==> config.mk <==
export PLATFORM = sky130hd
export DESIGN_NAME = first_fit_coalescing_allocator
export DESIGN_NICKNAME = d
export VERILOG_FILES = /design/src/rtl/ffca_pkg.sv /design/src/rtl/first_fit_coalescing_allocator.sv /design/src/rtl/ffca_addsub.sv /design/src/rtl/ffca_seg_mem.sv /design/src/rtl/ffca_ctrl.sv
export SDC_FILE = /design/constraint.sdc
export NUM_CORES = 2
export LEC_CHECK = 0
export BUFFER_PORTS_ARGS = -buffer_cell sky130_fd_sc_hd__buf_2
export CORE_MARGIN = 2
export CORE_UTILIZATION = 30
export DETAILED_ROUTE_END_ITERATION = 10
export HOLD_SLACK_MARGIN = 0.08
export PLACE_DENSITY = 0.45
export REMOVE_ABC_BUFFERS = 1
export SLEW_MARGIN = 5
export SYNTH_ARGS = -nofsm -noshare
export SYNTH_HDL_FRONTEND = slang
export SYNTH_HIERARCHICAL = 1
export SYNTH_SLANG_ARGS = --single-unit
==> constraint.sdc <==
create_clock -name clk -period 12.7 [get_ports clk]
set_input_delay 1.27 -clock clk [delete_from_list [all_inputs] [get_ports clk]]
set_output_delay 1.27 -clock clk [all_outputs]
set_load 0.05 [all_outputs]
==> src/rtl/ffca_pkg.sv <==
// Shared codes, field widths and the result type of the first-fit allocator.
package ffca_pkg;

    // Operation codes carried on mode
    localparam logic [1:0] MODE_ALLOC = 2'd0;
    localparam logic [1:0] MODE_FREE  = 2'd1;
    localparam logic [1:0] MODE_CLEAR = 2'd2;

    // Status codes carried on status
    localparam logic [1:0] STATUS_OK     = 2'd0;
    localparam logic [1:0] STATUS_NO_FIT = 2'd1;
    localparam logic [1:0] STATUS_FULL   = 2'd2;

    // Fixed field widths of the ports
    localparam int MODE_BITS     = 2;
    localparam int REQ_BITS      = 25;
    localparam int OUT_ADDR_BITS = 24;
    localparam int STATUS_BITS   = 2;
    localparam int POOL_BITS     = 25;

    // Register file
    localparam int PADDR_BITS = 3;
    localparam int PDATA_BITS = 32;
    localparam logic [0:0] REG_POOL_SIZE = 1'b0;
    localparam logic [POOL_BITS-1:0] POOL_RESET = 25'd16777216;

    typedef struct packed {
        logic [STATUS_BITS-1:0]   status;
        logic [OUT_ADDR_BITS-1:0] granted_address;
    } result_t;

endpackage

==> src/rtl/first_fit_coalescing_allocator.sv <==
// Sequence: allocate scans entries in turn, plus a shift down of later entries
//   when a segment empties; free scans the table entries, plus a shift of
//   entries on insert; clear and unused modes go straight to the result; all plus output stage.
// Throughput: one item at a time, set by the single table read port and the
//   shared adder.
// Reset: one segment spans the pool at once; no clearing pass is needed.
module first_fit_coalescing_allocator #(
    parameter int FREE_SLOTS = 16,
    parameter int ADDR_BITS  = 24
) (
    input  logic                                clk,
    input  logic                                rst_n,
    input  logic                                in_valid,
    output logic                                in_ready,
    input  logic [ffca_pkg::MODE_BITS-1:0]      mode,
    input  logic [ffca_pkg::REQ_BITS-1:0]       request_size,
    input  logic [ffca_pkg::OUT_ADDR_BITS-1:0]  block_address,
    output logic                                out_valid,
    input  logic                                out_ready,
    output logic [ffca_pkg::STATUS_BITS-1:0]    status,
    output logic [ffca_pkg::OUT_ADDR_BITS-1:0]  granted_address,
    input  logic                                psel,
    input  logic                                penable,
    input  logic                                pwrite,
    input  logic [ffca_pkg::PADDR_BITS-1:0]     paddr,
    input  logic [ffca_pkg::PDATA_BITS-1:0]     pwdata,
    output logic [ffca_pkg::PDATA_BITS-1:0]     prdata,
    output logic                                pready
);
    import ffca_pkg::*;

    localparam int IW = $clog2(FREE_SLOTS);

    logic [POOL_BITS-1:0] pool_size_reg;
    logic                 out_valid_reg;
    result_t              out_data_reg;
    logic                 res_valid, res_ready;
    result_t              result;
    logic                 cfg_write;
    logic [0:0]           reg_index;

    logic                 mem_init, mem_re, mem_we;
    logic [IW-1:0]        mem_raddr, mem_waddr;
    logic [ADDR_BITS-1:0] mem_rstart, mem_wstart;
    logic [ADDR_BITS:0]   mem_rlen, mem_wlen;

    // Register port
    assign pready    = 1'b1;
    assign reg_index = paddr[PADDR_BITS-1:2];
    assign cfg_write = psel && penable && pwrite && pready;
    assign prdata    = (reg_index == REG_POOL_SIZE) ? PDATA_BITS'(pool_size_reg) : '0;

    always_ff @(posedge clk or negedge rst_n)
    begin
        if (!rst_n)
            pool_size_reg <= POOL_RESET;
        else if (cfg_write && reg_index == REG_POOL_SIZE)
            pool_size_reg <= pwdata[POOL_BITS-1:0];
    end

    ffca_ctrl #(
        .FREE_SLOTS (FREE_SLOTS),
        .ADDR_BITS  (ADDR_BITS)
    ) u_ctrl (
        .clk           (clk),
        .rst_n         (rst_n),
        .in_valid      (in_valid),
        .in_ready      (in_ready),
        .mode          (mode),
        .request_size  (request_size),
        .block_address (block_address),
        .res_valid     (res_valid),
        .res_ready     (res_ready),
        .result        (result),
        .mem_init      (mem_init),
        .mem_re        (mem_re),
        .mem_raddr     (mem_raddr),
        .mem_rstart    (mem_rstart),
        .mem_rlen      (mem_rlen),
        .mem_we        (mem_we),
        .mem_waddr     (mem_waddr),
        .mem_wstart    (mem_wstart),
        .mem_wlen      (mem_wlen)
    );

    ffca_seg_mem #(
        .FREE_SLOTS (FREE_SLOTS),
        .ADDR_BITS  (ADDR_BITS)
    ) u_mem (
        .clk       (clk),
        .rst_n     (rst_n),
        .pool_size (pool_size_reg),
        .init      (mem_init),
        .re        (mem_re),
        .raddr     (mem_raddr),
        .rstart    (mem_rstart),
        .rlen      (mem_rlen),
        .we        (mem_we),
        .waddr     (mem_waddr),
        .wstart    (mem_wstart),
        .wlen      (mem_wlen)
    );

    // Output stage: hold a result until its transfer completes
    assign res_ready = !out_valid_reg || out_ready;

    always_ff @(posedge clk or negedge rst_n)
    begin
        if (!rst_n)
            out_valid_reg <= 1'b0;
        else if (res_valid)
            out_valid_reg <= 1'b1;
        else if (out_ready)
            out_valid_reg <= 1'b0;
    end

    always_ff @(posedge clk)
    begin
        if (res_valid)
            out_data_reg <= result;
    end

    assign out_valid       = out_valid_reg;
    assign status          = out_data_reg.status;
    assign granted_address = out_data_reg.granted_address;

endmodule

==> src/rtl/ffca_addsub.sv <==
// Shared adder/subtractor used by the sequencer for its address and length sums.
module ffca_addsub #(
    parameter int WIDTH = 27
) (
    input  logic [WIDTH-1:0] a,
    input  logic [WIDTH-1:0] b,
    input  logic             sub,
    output logic [WIDTH-1:0] y
);
    // Subtract as add of the complement plus one
    logic [WIDTH-1:0] b_eff;

    assign b_eff = sub ? ~b : b;
    assign y     = a + b_eff + {{(WIDTH-1){1'b0}}, sub};

endmodule

==> src/rtl/ffca_seg_mem.sv <==
// Free-segment table memory with a reset and clear override for entry zero.
module ffca_seg_mem #(
    parameter int FREE_SLOTS = 16,
    parameter int ADDR_BITS  = 24
) (
    input  logic                          clk,
    input  logic                          rst_n,
    input  logic [ffca_pkg::POOL_BITS-1:0] pool_size,
    input  logic                          init,
    input  logic                          re,
    input  logic [$clog2(FREE_SLOTS)-1:0] raddr,
    output logic [ADDR_BITS-1:0]          rstart,
    output logic [ADDR_BITS:0]            rlen,
    input  logic                          we,
    input  logic [$clog2(FREE_SLOTS)-1:0] waddr,
    input  logic [ADDR_BITS-1:0]          wstart,
    input  logic [ADDR_BITS:0]            wlen
);
    import ffca_pkg::*;

    localparam int IW = $clog2(FREE_SLOTS);
    localparam int LW = ADDR_BITS + 1;

    // Clamp the pool size into one byte up to the full address span
    function automatic logic [LW-1:0] eff_pool(input logic [POOL_BITS-1:0] v);
        logic [LW-1:0] p;
        logic [LW-1:0] span;
        span = {1'b1, {ADDR_BITS{1'b0}}};
        p    = LW'(v);
        if (p == '0)
            p = {{(LW-1){1'b0}}, 1'b1};
        if (p > span)
            p = span;
        return p;
    endfunction

    localparam logic [LW-1:0] RESET_LEN = eff_pool(POOL_RESET);

    logic [ADDR_BITS-1:0] start_mem [FREE_SLOTS];
    logic [LW-1:0]        len_mem   [FREE_SLOTS];
    logic [ADDR_BITS-1:0] rstart_q;
    logic [LW-1:0]        rlen_q;
    logic                 fresh_reg;
    logic                 rd_ovr_reg;
    logic [LW-1:0]        ovr_len_reg;

    // Write port
    always_ff @(posedge clk)
    begin
        if (we)
        begin
            start_mem[waddr] <= wstart;
            len_mem[waddr]   <= wlen;
        end
    end

    // Registered read port
    always_ff @(posedge clk)
    begin
        if (re)
        begin
            rstart_q <= start_mem[raddr];
            rlen_q   <= len_mem[raddr];
        end
    end

    // Track whether entry zero still holds the whole pool since reset or clear
    always_ff @(posedge clk or negedge rst_n)
    begin
        if (!rst_n)
        begin
            fresh_reg   <= 1'b1;
            ovr_len_reg <= RESET_LEN;
            rd_ovr_reg  <= 1'b0;
        end
        else
        begin
            if (init)
            begin
                fresh_reg   <= 1'b1;
                ovr_len_reg <= eff_pool(pool_size);
            end
            else if (we && waddr == IW'(0))
                fresh_reg <= 1'b0;
            if (re)
                rd_ovr_reg <= fresh_reg && (raddr == IW'(0));
        end
    end

    // Substitute the whole-pool segment for a fresh entry zero
    assign rstart = rd_ovr_reg ? '0 : rstart_q;
    assign rlen   = rd_ovr_reg ? ovr_len_reg : rlen_q;

endmodule

==> src/rtl/ffca_ctrl.sv <==
// Sequencer that scans, updates and shifts the free-segment table.
module ffca_ctrl #(
    parameter int FREE_SLOTS = 16,
    parameter int ADDR_BITS  = 24
) (
    input  logic                              clk,
    input  logic                              rst_n,
    input  logic                              in_valid,
    output logic                              in_ready,
    input  logic [ffca_pkg::MODE_BITS-1:0]    mode,
    input  logic [ffca_pkg::REQ_BITS-1:0]     request_size,
    input  logic [ffca_pkg::OUT_ADDR_BITS-1:0] block_address,
    output logic                              res_valid,
    input  logic                              res_ready,
    output ffca_pkg::result_t                 result,
    output logic                              mem_init,
    output logic                              mem_re,
    output logic [$clog2(FREE_SLOTS)-1:0]     mem_raddr,
    input  logic [ADDR_BITS-1:0]              mem_rstart,
    input  logic [ADDR_BITS:0]                mem_rlen,
    output logic                              mem_we,
    output logic [$clog2(FREE_SLOTS)-1:0]     mem_waddr,
    output logic [ADDR_BITS-1:0]              mem_wstart,
    output logic [ADDR_BITS:0]                mem_wlen
);
    import ffca_pkg::*;

    localparam int IW = $clog2(FREE_SLOTS);
    localparam int CW = $clog2(FREE_SLOTS + 1);
    localparam int AW = ADDR_BITS;
    localparam int LW = ADDR_BITS + 1;
    localparam int UW = ((LW > REQ_BITS) ? LW : REQ_BITS) + 1;
    localparam logic [UW-1:0] SPAN = UW'({1'b1, {ADDR_BITS{1'b0}}});

    localparam logic [3:0] S_IDLE     = 4'd0;
    localparam logic [3:0] S_FREE_CHK = 4'd1;
    localparam logic [3:0] S_SCAN_RD  = 4'd2;
    localparam logic [3:0] S_SCAN_EV  = 4'd3;
    localparam logic [3:0] S_ALLOC_WR = 4'd4;
    localparam logic [3:0] S_FREE_RES = 4'd5;
    localparam logic [3:0] S_MERGE    = 4'd6;
    localparam logic [3:0] S_MV_CHK   = 4'd7;
    localparam logic [3:0] S_MV_RD    = 4'd8;
    localparam logic [3:0] S_MV_WR    = 4'd9;
    localparam logic [3:0] S_INS_WR   = 4'd10;
    localparam logic [3:0] S_DONE     = 4'd11;

    logic [3:0]       state_reg, state_next;
    logic [1:0]       mode_reg;
    logic [UW-1:0]    req_reg;
    logic [AW-1:0]    a_reg;
    logic [UW-1:0]    end_reg;
    logic [CW-1:0]    count_reg;
    logic [CW-1:0]    idx_reg;
    logic [CW-1:0]    p_reg;
    logic [CW-1:0]    dst_reg;
    logic             drop_reg;
    logic [AW-1:0]    prev_start_reg;
    logic [LW-1:0]    prev_len_reg;
    logic [UW-1:0]    prev_end_reg;
    logic             succ_found_reg;
    logic [AW-1:0]    succ_start_reg;
    logic [LW-1:0]    succ_len_reg;
    logic [LW-1:0]    diff_reg;
    logic [UW-1:0]    acc_reg;
    logic [1:0]       status_reg;
    logic [AW-1:0]    granted_reg;

    logic [UW-1:0]    unit_a, unit_b, unit_y;
    logic             unit_sub;
    logic             accept;
    logic             pred, succ, overlap, fits, last_entry;
    logic [CW-1:0]    idx_inc, p_dec, src_idx;

    ffca_addsub #(.WIDTH(UW)) u_unit (
        .a   (unit_a),
        .b   (unit_b),
        .sub (unit_sub),
        .y   (unit_y)
    );

    assign accept     = in_valid && in_ready;
    assign in_ready   = (state_reg == S_IDLE);
    assign res_valid  = (state_reg == S_DONE) && res_ready;
    assign result     = '{status: status_reg, granted_address: OUT_ADDR_BITS'(granted_reg)};
    assign mem_init   = accept && (mode == MODE_CLEAR);

    assign idx_inc    = idx_reg + 1'b1;
    assign p_dec      = p_reg - 1'b1;
    assign src_idx    = drop_reg ? dst_reg + 1'b1 : dst_reg - 1'b1;
    assign last_entry = (idx_inc == count_reg);
    assign pred       = (p_reg != '0) && (prev_end_reg == UW'(a_reg));
    assign succ       = succ_found_reg && (UW'(succ_start_reg) == end_reg);
    assign overlap    = (UW'(a_reg) < unit_y) && (UW'(mem_rstart) < end_reg);
    assign fits       = !unit_y[UW-1];

    // Select operands of the shared unit for each step
    always_comb
    begin
        unit_a   = '0;
        unit_b   = '0;
        unit_sub = 1'b0;
        case (state_reg)
            S_FREE_CHK:
            begin
                unit_a = UW'(a_reg);
                unit_b = req_reg;
            end
            S_SCAN_EV:
            begin
                if (mode_reg == MODE_ALLOC)
                begin
                    unit_a   = UW'(mem_rlen);
                    unit_b   = req_reg;
                    unit_sub = 1'b1;
                end
                else
                begin
                    unit_a = UW'(mem_rstart);
                    unit_b = UW'(mem_rlen);
                end
            end
            S_ALLOC_WR:
            begin
                unit_a = UW'(granted_reg);
                unit_b = req_reg;
            end
            S_FREE_RES:
            begin
                unit_a = pred ? UW'(prev_len_reg) : UW'(succ_len_reg);
                unit_b = req_reg;
            end
            S_MERGE:
            begin
                unit_a = acc_reg;
                unit_b = UW'(succ_len_reg);
            end
            default:
            begin
                unit_a = '0;
            end
        endcase
    end

    // Drive the table read and write ports
    always_comb
    begin
        mem_re     = 1'b0;
        mem_raddr  = idx_reg[IW-1:0];
        mem_we     = 1'b0;
        mem_waddr  = idx_reg[IW-1:0];
        mem_wstart = a_reg;
        mem_wlen   = LW'(unit_y);
        case (state_reg)
            S_SCAN_RD:
            begin
                mem_re = 1'b1;
            end
            S_ALLOC_WR:
            begin
                mem_we     = 1'b1;
                mem_wstart = AW'(unit_y);
                mem_wlen   = diff_reg;
            end
            S_FREE_RES:
            begin
                if (pred && !succ)
                begin
                    mem_we     = 1'b1;
                    mem_waddr  = p_dec[IW-1:0];
                    mem_wstart = prev_start_reg;
                end
                else if (succ && !pred)
                begin
                    mem_we    = 1'b1;
                    mem_waddr = p_reg[IW-1:0];
                end
            end
            S_MERGE:
            begin
                mem_we     = 1'b1;
                mem_waddr  = p_dec[IW-1:0];
                mem_wstart = prev_start_reg;
            end
            S_MV_RD:
            begin
                mem_re    = 1'b1;
                mem_raddr = src_idx[IW-1:0];
            end
            S_MV_WR:
            begin
                mem_we     = 1'b1;
                mem_waddr  = dst_reg[IW-1:0];
                mem_wstart = mem_rstart;
                mem_wlen   = mem_rlen;
            end
            S_INS_WR:
            begin
                mem_we    = 1'b1;
                mem_waddr = p_reg[IW-1:0];
                mem_wlen  = LW'(req_reg);
            end
            default:
            begin
                mem_re = 1'b0;
            end
        endcase
    end

    // Next state
    always_comb
    begin
        state_next = state_reg;
        case (state_reg)
            S_IDLE:
            begin
                if (accept)
                begin
                    if (mode == MODE_ALLOC)
                        state_next = (count_reg == '0) ? S_DONE : S_SCAN_RD;
                    else if (mode == MODE_FREE)
                        state_next = S_FREE_CHK;
                    else
                        state_next = S_DONE;
                end
            end
            S_FREE_CHK:
            begin
                if (req_reg == '0 || unit_y > SPAN)
                    state_next = S_DONE;
                else if (count_reg == '0)
                    state_next = S_FREE_RES;
                else
                    state_next = S_SCAN_RD;
            end
            S_SCAN_RD:
                state_next = S_SCAN_EV;
            S_SCAN_EV:
            begin
                if (mode_reg == MODE_ALLOC)
                begin
                    if (fits)
                        state_next = (LW'(unit_y) == '0) ? S_MV_CHK : S_ALLOC_WR;
                    else
                        state_next = last_entry ? S_DONE : S_SCAN_RD;
                end
                else
                begin
                    if (overlap)
                        state_next = S_DONE;
                    else
                        state_next = last_entry ? S_FREE_RES : S_SCAN_RD;
                end
            end
            S_ALLOC_WR:
                state_next = S_DONE;
            S_FREE_RES:
            begin
                if (pred && succ)
                    state_next = S_MERGE;
                else if (pred || succ)
                    state_next = S_DONE;
                else if (count_reg == CW'(FREE_SLOTS))
                    state_next = S_DONE;
                else
                    state_next = S_MV_CHK;
            end
            S_MERGE:
                state_next = S_MV_CHK;
            S_MV_CHK:
            begin
                if (drop_reg)
                    state_next = (src_idx < count_reg) ? S_MV_RD : S_DONE;
                else
                    state_next = (dst_reg > p_reg) ? S_MV_RD : S_INS_WR;
            end
            S_MV_RD:
                state_next = S_MV_WR;
            S_MV_WR:
                state_next = S_MV_CHK;
            S_INS_WR:
                state_next = S_DONE;
            S_DONE:
            begin
                if (res_ready)
                    state_next = S_IDLE;
            end
            default:
                state_next = S_IDLE;
        endcase
    end

    // Sequencer registers
    always_ff @(posedge clk or negedge rst_n)
    begin
        if (!rst_n)
        begin
            state_reg      <= S_IDLE;
            count_reg      <= CW'(1);
            mode_reg       <= MODE_ALLOC;
            req_reg        <= '0;
            a_reg          <= '0;
            end_reg        <= '0;
            idx_reg        <= '0;
            p_reg          <= '0;
            dst_reg        <= '0;
            drop_reg       <= 1'b0;
            prev_start_reg <= '0;
            prev_len_reg   <= '0;
            prev_end_reg   <= '0;
            succ_found_reg <= 1'b0;
            succ_start_reg <= '0;
            succ_len_reg   <= '0;
            diff_reg       <= '0;
            acc_reg        <= '0;
            status_reg     <= STATUS_OK;
            granted_reg    <= '0;
        end
        else
        begin
            state_reg <= state_next;
            case (state_reg)
                S_IDLE:
                begin
                    if (accept)
                    begin
                        mode_reg       <= mode;
                        req_reg        <= UW'(request_size);
                        a_reg          <= AW'(block_address);
                        idx_reg        <= '0;
                        p_reg          <= '0;
                        succ_found_reg <= 1'b0;
                        granted_reg    <= '0;
                        status_reg     <= (mode == MODE_ALLOC && count_reg == '0) ?
                                          STATUS_NO_FIT : STATUS_OK;
                        if (mode == MODE_CLEAR)
                            count_reg <= CW'(1);
                    end
                end
                S_FREE_CHK:
                    end_reg <= unit_y;
                S_SCAN_EV:
                begin
                    if (mode_reg == MODE_ALLOC)
                    begin
                        if (fits)
                        begin
                            granted_reg <= mem_rstart;
                            diff_reg    <= LW'(unit_y);
                            drop_reg    <= 1'b1;
                            dst_reg     <= idx_reg;
                        end
                        else
                        begin
                            idx_reg <= idx_inc;
                            if (last_entry)
                                status_reg <= STATUS_NO_FIT;
                        end
                    end
                    else
                    begin
                        idx_reg <= idx_inc;
                        if (UW'(mem_rstart) < UW'(a_reg))
                        begin
                            p_reg          <= idx_inc;
                            prev_start_reg <= mem_rstart;
                            prev_len_reg   <= mem_rlen;
                            prev_end_reg   <= unit_y;
                        end
                        else if (!succ_found_reg)
                        begin
                            succ_found_reg <= 1'b1;
                            succ_start_reg <= mem_rstart;
                            succ_len_reg   <= mem_rlen;
                        end
                    end
                end
                S_FREE_RES:
                begin
                    acc_reg  <= unit_y;
                    drop_reg <= 1'b0;
                    dst_reg  <= count_reg;
                    if (!pred && !succ && count_reg == CW'(FREE_SLOTS))
                        status_reg <= STATUS_FULL;
                end
                S_MERGE:
                begin
                    drop_reg <= 1'b1;
                    dst_reg  <= p_reg;
                end
                S_MV_CHK:
                begin
                    if (drop_reg && !(src_idx < count_reg))
                        count_reg <= count_reg - 1'b1;
                end
                S_MV_WR:
                    dst_reg <= src_idx;
                S_INS_WR:
                    count_reg <= count_reg + 1'b1;
                default:
                begin
                    drop_reg <= drop_reg;
                end
            endcase
        end
    end

    // The table has one port of each kind, never used together
    assert property (@(posedge clk) disable iff (!rst_n) !(mem_re && mem_we))
        else $error("table read and write in the same cycle");

    // The segment count never exceeds the table depth
    assert property (@(posedge clk) disable iff (!rst_n) count_reg <= CW'(FREE_SLOTS))
        else $error("segment count beyond table depth");

    // An accepted transfer blocks the input until its result is out
    assert property (@(posedge clk) disable iff (!rst_n) accept |=> !in_ready)
        else $error("input ready right after a transfer");

    // A result is only offered when the output stage can take it
    assert property (@(posedge clk) disable iff (!rst_n) res_valid |=> in_ready)
        else $error("sequencer did not return to idle after a result");

endmodule

### Word-level counts from Yosys, hierarchy flattened

Memories as Yosys holds them, arrays and structs flattened. A register that Yosys moved wholly into a read port is not among the register bits.
Cells that the tools add are included.

* add/subtract/negate cells: 8
* magnitude comparators: 7
* equal/unequal tests: 30
* mux-type cells: 84
* bitwise gates (word level): 6
* reductions and logical operators: 60

Operator list (number)
* $mux W25: 8
* $pmux W26 S5: 1
* $mux W24: 5
* $pmux W24 S4: 1
* $pmux W26 S3: 1
* $pmux W25 S3: 1
* $mux W4: 17
* $mux W5: 11
* $lt A24 B26 Y1: 2
* $logic_not A25 Y1: 2
* $pmux W24 S2: 1
* $pmux W4 S10: 1
* $add A26 B1 Y26: 1
* $add A26 B26 Y26: 1
* $eq A24 B26 Y1: 1
* $eq A26 B24 Y1: 1
* $gt A26 B25 Y1 const B: 1
* $logic_not A26 Y1: 1
* $mux W26: 1
* $not A26 Y26: 1
* $gt A25 B25 Y1 const B: 1
* $lt A24 B24 Y1: 1
* $pmux W5 S2: 2
* $pmux W5 S4: 1
* 42 further kinds: 131

* flip-flop bits (word level): 383
* RAM bits: 784
* output and inout port bits: 61
* logic and storage cells: 224
* memories kept: 2

Memories
* u_mem.len_mem: depth 16, width 25, rd ports 1, clocked after Yosys merged registers in 1, wr ports 1, line ffca_seg_mem.sv:40 `logic [LW-1:0] len_mem [FREE_SLOTS];`
* u_mem.start_mem: depth 16, width 24, rd ports 1, clocked after Yosys merged registers in 1, wr ports 1, line ffca_seg_mem.sv:39 `logic [ADDR_BITS-1:0] start_mem [FREE_SLOTS];`

### Longest topological paths before layout

* word-level depth: 12
* gate-level depth with buffers: 29
* gate-level depth less buffers: 27

### Modules after synthesis

Netlist, hierarchy kept.

Modules (own cells, without submodules)
* ffca_seg_mem: instances 1, cells each 1447, area each 32464.9 µm², seq. area each 25692.1 µm²
* ffca_ctrl: instances 1, cells each 1700, area each 17326.6 µm², seq. area each 7608.5 µm²
* first_fit_coalescing_allocator: instances 1, cells each 119, area each 2083.2 µm², seq. area each 1432.6 µm²
* ffca_addsub: instances 1, cells each 232, area each 1730.4 µm², seq. area each 0.0 µm²

### Worst setup path after synthesis

OpenSTA, ideal clock, no wires.

* path kind: reg-to-reg
* from: register u_ctrl.p_reg[0]
* to: memory u_mem/len_mem[0][0] (netlist name), enable pin
* setup time: 518 ps
* data arrival time: 7124 ps
* data required time: 12182 ps
* path slack: 5058 ps
* cell stages (with the launch flop): 17
* path through: dfrtp_1 -> inv_1 -> ha_1 -> nor4b_1 -> nor4_1 -> nand3_1 -> nor4_1 -> nand4_1 -> buf_2 -> buf_2 -> inv_1 -> ha_1 -> nor4_1 -> or4b_2 -> a221o_1 -> or3b_2 -> nor3_1

* elaborated cells between the ends (all ways): 14

RTL lines
* start, declared: line ffca_ctrl.sv:55 `logic [CW-1:0] p_reg;`
* start signal, assigned: line ffca_ctrl.sv:365 `p_reg <= idx_inc;`
* $reduce_bool A5 Y1: line ffca_ctrl.sv:92 `assign pred = (p_reg != '0) && (prev_end_reg == UW'(a_reg));`
* $logic_and A1 B1 Y1: line ffca_ctrl.sv:92
* $logic_not A1 Y1: line ffca_ctrl.sv:173 `else if (succ && !pred)`
* $logic_and A1 B1 Y1: line ffca_ctrl.sv:173
* $mux W4: line ffca_ctrl.sv:173
* $mux W4: line ffca_ctrl.sv:167 `if (pred && !succ)`
* $pmux W4 S4 *: line ffca_ctrl.sv:154 `case (state_reg)`
* via mem_waddr[2]: line first_fit_coalescing_allocator.sv:43 `logic [IW-1:0] mem_raddr, mem_waddr;`
* end, declared: line ffca_seg_mem.sv:40

The timed path passes the listed nets; every way through them passes the cells marked *.

### Worst setup path after layout

* from: register u_ctrl.p_reg[1]
* to: register u_ctrl.state_reg[2]

* cells in the longest elaborated chain, start to end: 11
* elaborated cells between the ends (all ways): 19

Ends and longest elaborated chain
* $reduce_bool A5 Y1 *: line ffca_ctrl.sv:92
* $logic_and A1 B1 Y1 *: line ffca_ctrl.sv:92
* $mux W25 *: line ffca_ctrl.sv:130 `unit_a = pred ? UW'(prev_len_reg) : UW'(succ_len_reg);`
* $pmux W26 S5 *: line ffca_ctrl.sv:103 `case (state_reg)`
* via u_ctrl.unit_a[0]: line ffca_ctrl.sv:69 `logic [UW-1:0] unit_a, unit_b, unit_y;`
* $add A26 B26 Y26 *: line ffca_addsub.sv:14 `assign y = a + b_eff + {{(WIDTH-1){1'b0}}, sub};`
* $add A26 B1 Y26 *: line ffca_addsub.sv:14
* via u_ctrl.unit_y[22]: line ffca_ctrl.sv:69
* $lt A24 B26 Y1: line ffca_ctrl.sv:94 `assign overlap = (UW'(a_reg) < unit_y) && (UW'(mem_rstart) < end_reg);`
* $logic_and A1 B1 Y1: line ffca_ctrl.sv:94
* $mux W4: line ffca_ctrl.sv:249 `if (overlap)`
* $mux W4: line ffca_ctrl.sv:240 `if (mode_reg == MODE_ALLOC)`
* $pmux W4 S10 *: line ffca_ctrl.sv:214 `case (state_reg)`
* end signal, assigned: line ffca_ctrl.sv:321 `state_reg <= state_next;`
* end, declared: line ffca_ctrl.sv:48 `logic [3:0] state_reg, state_next;`

Marks and branches as above.
A chain may end at the register's enable or synchronous reset.

==> impl_metrics.toml <==
[floorplan]
io_pins = 154
die_w_um = 427
die_h_um = 427
fp.dieArea_sq_mm = 0.182
fp-row-count = 155
start_util_pct = 30.1
core-area_sq_mm = 0.178

[cells_and_area]
final_nets = 3917
fillers = 17100
area_growth_pct = 15.7
largest_register = "u_mem/len_mem"
finalInstanceArea_sq_mm = 0.0620
largest_reg_flops = 400
largestRegisters = "u_mem/len_mem (400), u_mem/start_mem (384)"
drive_gt1_share_pct = 24.5

[clocking]
clkSinkCount = 1216
root_buffer = "clkbuf_16"
cts_max_level = 4
clkTransAtPathRegs_ns = 0.06
clock_latency_ns = 0.80
ctsLongestPathBuffers = 3
cts.repair.resized = 0
postCtsSetupBuffers = 0
cts_buffers = 141
cts_hold_buffers = 0
cts_tree = "built"

[global_routing]
grt_pass1_wl_um = 252000
grtUsageTotal_pct = 19.5
grt_max_degree = 154
antenna_found_initial = 8
grt_overflow_total = 0
grt_pass1_vias = 32800

[synthesis]
yosysWarnings = 6
ys_ff_latch = 1216
synth-edff-count = 859
syn-cell-area_sq_mm = 0.0536
synthXorXnorAreaFrac_pct = 1.81
synth_area_leader_cell = "edfxtp_1"
synth.avg_cell_area_sq_um = 15.3
yosysTopAreaCellShare_pct = 48.1
ys_types = 87
synth-async-reset-ratio_pct = 29.4
synth_top_family_by_area = "multiplexers"
synthSimpleGateAreaFrac_pct = 5.32
yosys-top-cells-area = "edfxtp_1, dfrtp_1, mux4_2, mux2_2, ha_1"
ys.flop_type = "edfxtp_1"
ys_top_cells_by_count = "edfxtp_1, dfrtp_1, nand2_1"
synth_compound_area_share_pct = 8.56
synthMostInstantiatedCell = "edfxtp_1"
yosysSeqAreaShare_pct = 64.8
synthMuxAreaShare_pct = 13.7
synthCells = 3498
synth_fa_ha_area_share_pct = 2.89

[sta]
layout_min_cycle_time_ns = 7.68
tightest_slew_ns = 1.29
rsz0062_at_grt = "no"
whs_ns = 0.369
slew_viol_final = 0
post-route-period-util_pct = 60.4
slew_headroom_pct = 13.4
fmax_mhz = 130
finalClockSkew_ns = 0.0340
hold_viol_final = 0
final-setup-viol-count = 0

[hold_path]
hold_class = "primary input to asynchronous set/reset pin"

[critical_path]
cp_max_fo = 17
worstSetupPathType = "flip-flop to flip-flop"
slowest_delay_ns = 0.57
arrival_ns = 8.33
cpMaxStageDelayCell = "xor2_1"
crit_top_cell = "a21oi_1"
cp.required_ns = 13.36
cp-start-kind = "flip-flop"
endpoint_kind = "flip-flop"

[power_and_ir_drop]
powerDensity_mw_per_mm2 = 303
vdd_drop_max_mv = 0.147
leakage_nw = 23.1
power.total_mw = 18.8

[placed_design]
gp_congestion = 0.870
dp_hpwl_um = 112000
place_area_sq_mm = 0.0575
io_buffer_count = 136

[routing]
drc = 0
totalWireLength_um = 178000
wire_per_inst_um = 28.8
antenna_left = 0
firstDrtPassIters = 10
viasPerCell = 5.24
drt-initial-drc-count = 3367
vias = 32400

[run_status]
outcome = "finished, final reports clean"

[job]
drv_cap = 0
routing by layer:
metal	routed length, um	vias to the layer above	track usage, %
met1	77000	17100	26.3
met3	9340	216	3.00
met2	86400	1014	32.1
met4	5130	0	6.08
met5	0	-	0
li1	-	14100	-
placed cells by master, fill, tap and decap left out, types with 20 or more instances in the layout:
master / n
edfxtp_1: 859
a211oi_1: 21
nor4_1: 32
nand2_1: 281
buf_4: 120
o21ai_0: 153
a22oi_1: 102
a21oi_1: 82
clkbuf_16: 144
buf_2: 135
o221ai_1: 25
nand3_1: 29
clkinv_2: 20
mux2_2: 188
mux4_2: 196
a222oi_1: 94
dfrtp_1: 352
nor2b_1: 59
ha_1: 119
mux2_4: 20
o21ai_1: 25
nor2_1: 43
xor2_1: 76
xnor2_1: 35
a22o_1: 34
mux2i_1: 51
clkbuf_1: 40
inv_1: 151
through the flow:
stage	TNS (ns)	std cells	worst slack (ns)	utilization, %
6_report	0	6174	5.02	34.8
3_5_place_dp	0	5914	5.24	32.3
5_1_grt	0	6170	4.80	34.8
4_1_cts	0	6169	5.19	34.8
3_3_place_gp	0	5914	5.22	32.3
2_1_floorplan	-352.54	3300	-7.08	-
cell type report:
class | instances | area [sq um] | area share [%]
Tap cell | 2355 | 2950 | 4.75
Sequential cell | 1216 | 34700 | 56.0
Timing Repair Buffer | 259 | 1650 | 2.66
Clock buffer | 192 | 3860 | 6.23
Clock inverter | 63 | 611 | 0.985
Antenna cell | 5 | 12.5 | 0.0202
Inverter | 151 | 567 | 0.914
Multi-Input combinational cell | 1933 | 17600 | 28.4
cell families after synthesis:
group,Yosys count
other cells,3
fa+ha+maj,122
xor+xnor,111
compound gates,645
mux,455
buf+inv,355
flops,1216
simple gates,591
critical path: cells and delay by family, from the launching register on:
family / cells / cell delay, ns
buffers and inverters: 4 / 1.02
XOR/XNOR: 1 / 0.57
adder cells (fa/ha/maj): 3 / 0.89
AND/OR/NAND/NOR: 8 / 1.39
multiplexers: 2 / 0.56
AO/OA/AOI/OAI: 11 / 2.62
flip-flops: 1 / 0.48
final timing paths:
kind | from | endpoint | slack [ns] | cells past startpoint
setup / recovery | u_ctrl/p_reg[1] | u_ctrl/state_reg[2] | 5.02 | 29
setup reg to reg | u_ctrl/p_reg[1] | u_ctrl/state_reg[2] | 5.02 | 29
max in group asynchronous | rst_n | u_ctrl/drop_reg | 9.65 | 4
hold reg to reg | u_mem/fresh_reg | u_mem/fresh_reg | 0.47 | 2
min in group clk | u_mem/fresh_reg | u_mem/fresh_reg | 0.47 | 2
hold / removal | rst_n | pool_size_reg[20] | 0.37 | 1
where the power goes:
group	switching [mW]	internal [mW]	leakage (nW)	total, mW
combinational	5.36	2.65	8.62	8.00
sequential	0.631	6.19	12.3	6.82
clock	1.70	2.24	2.17	3.95
(Power assumes the default switching activity.)
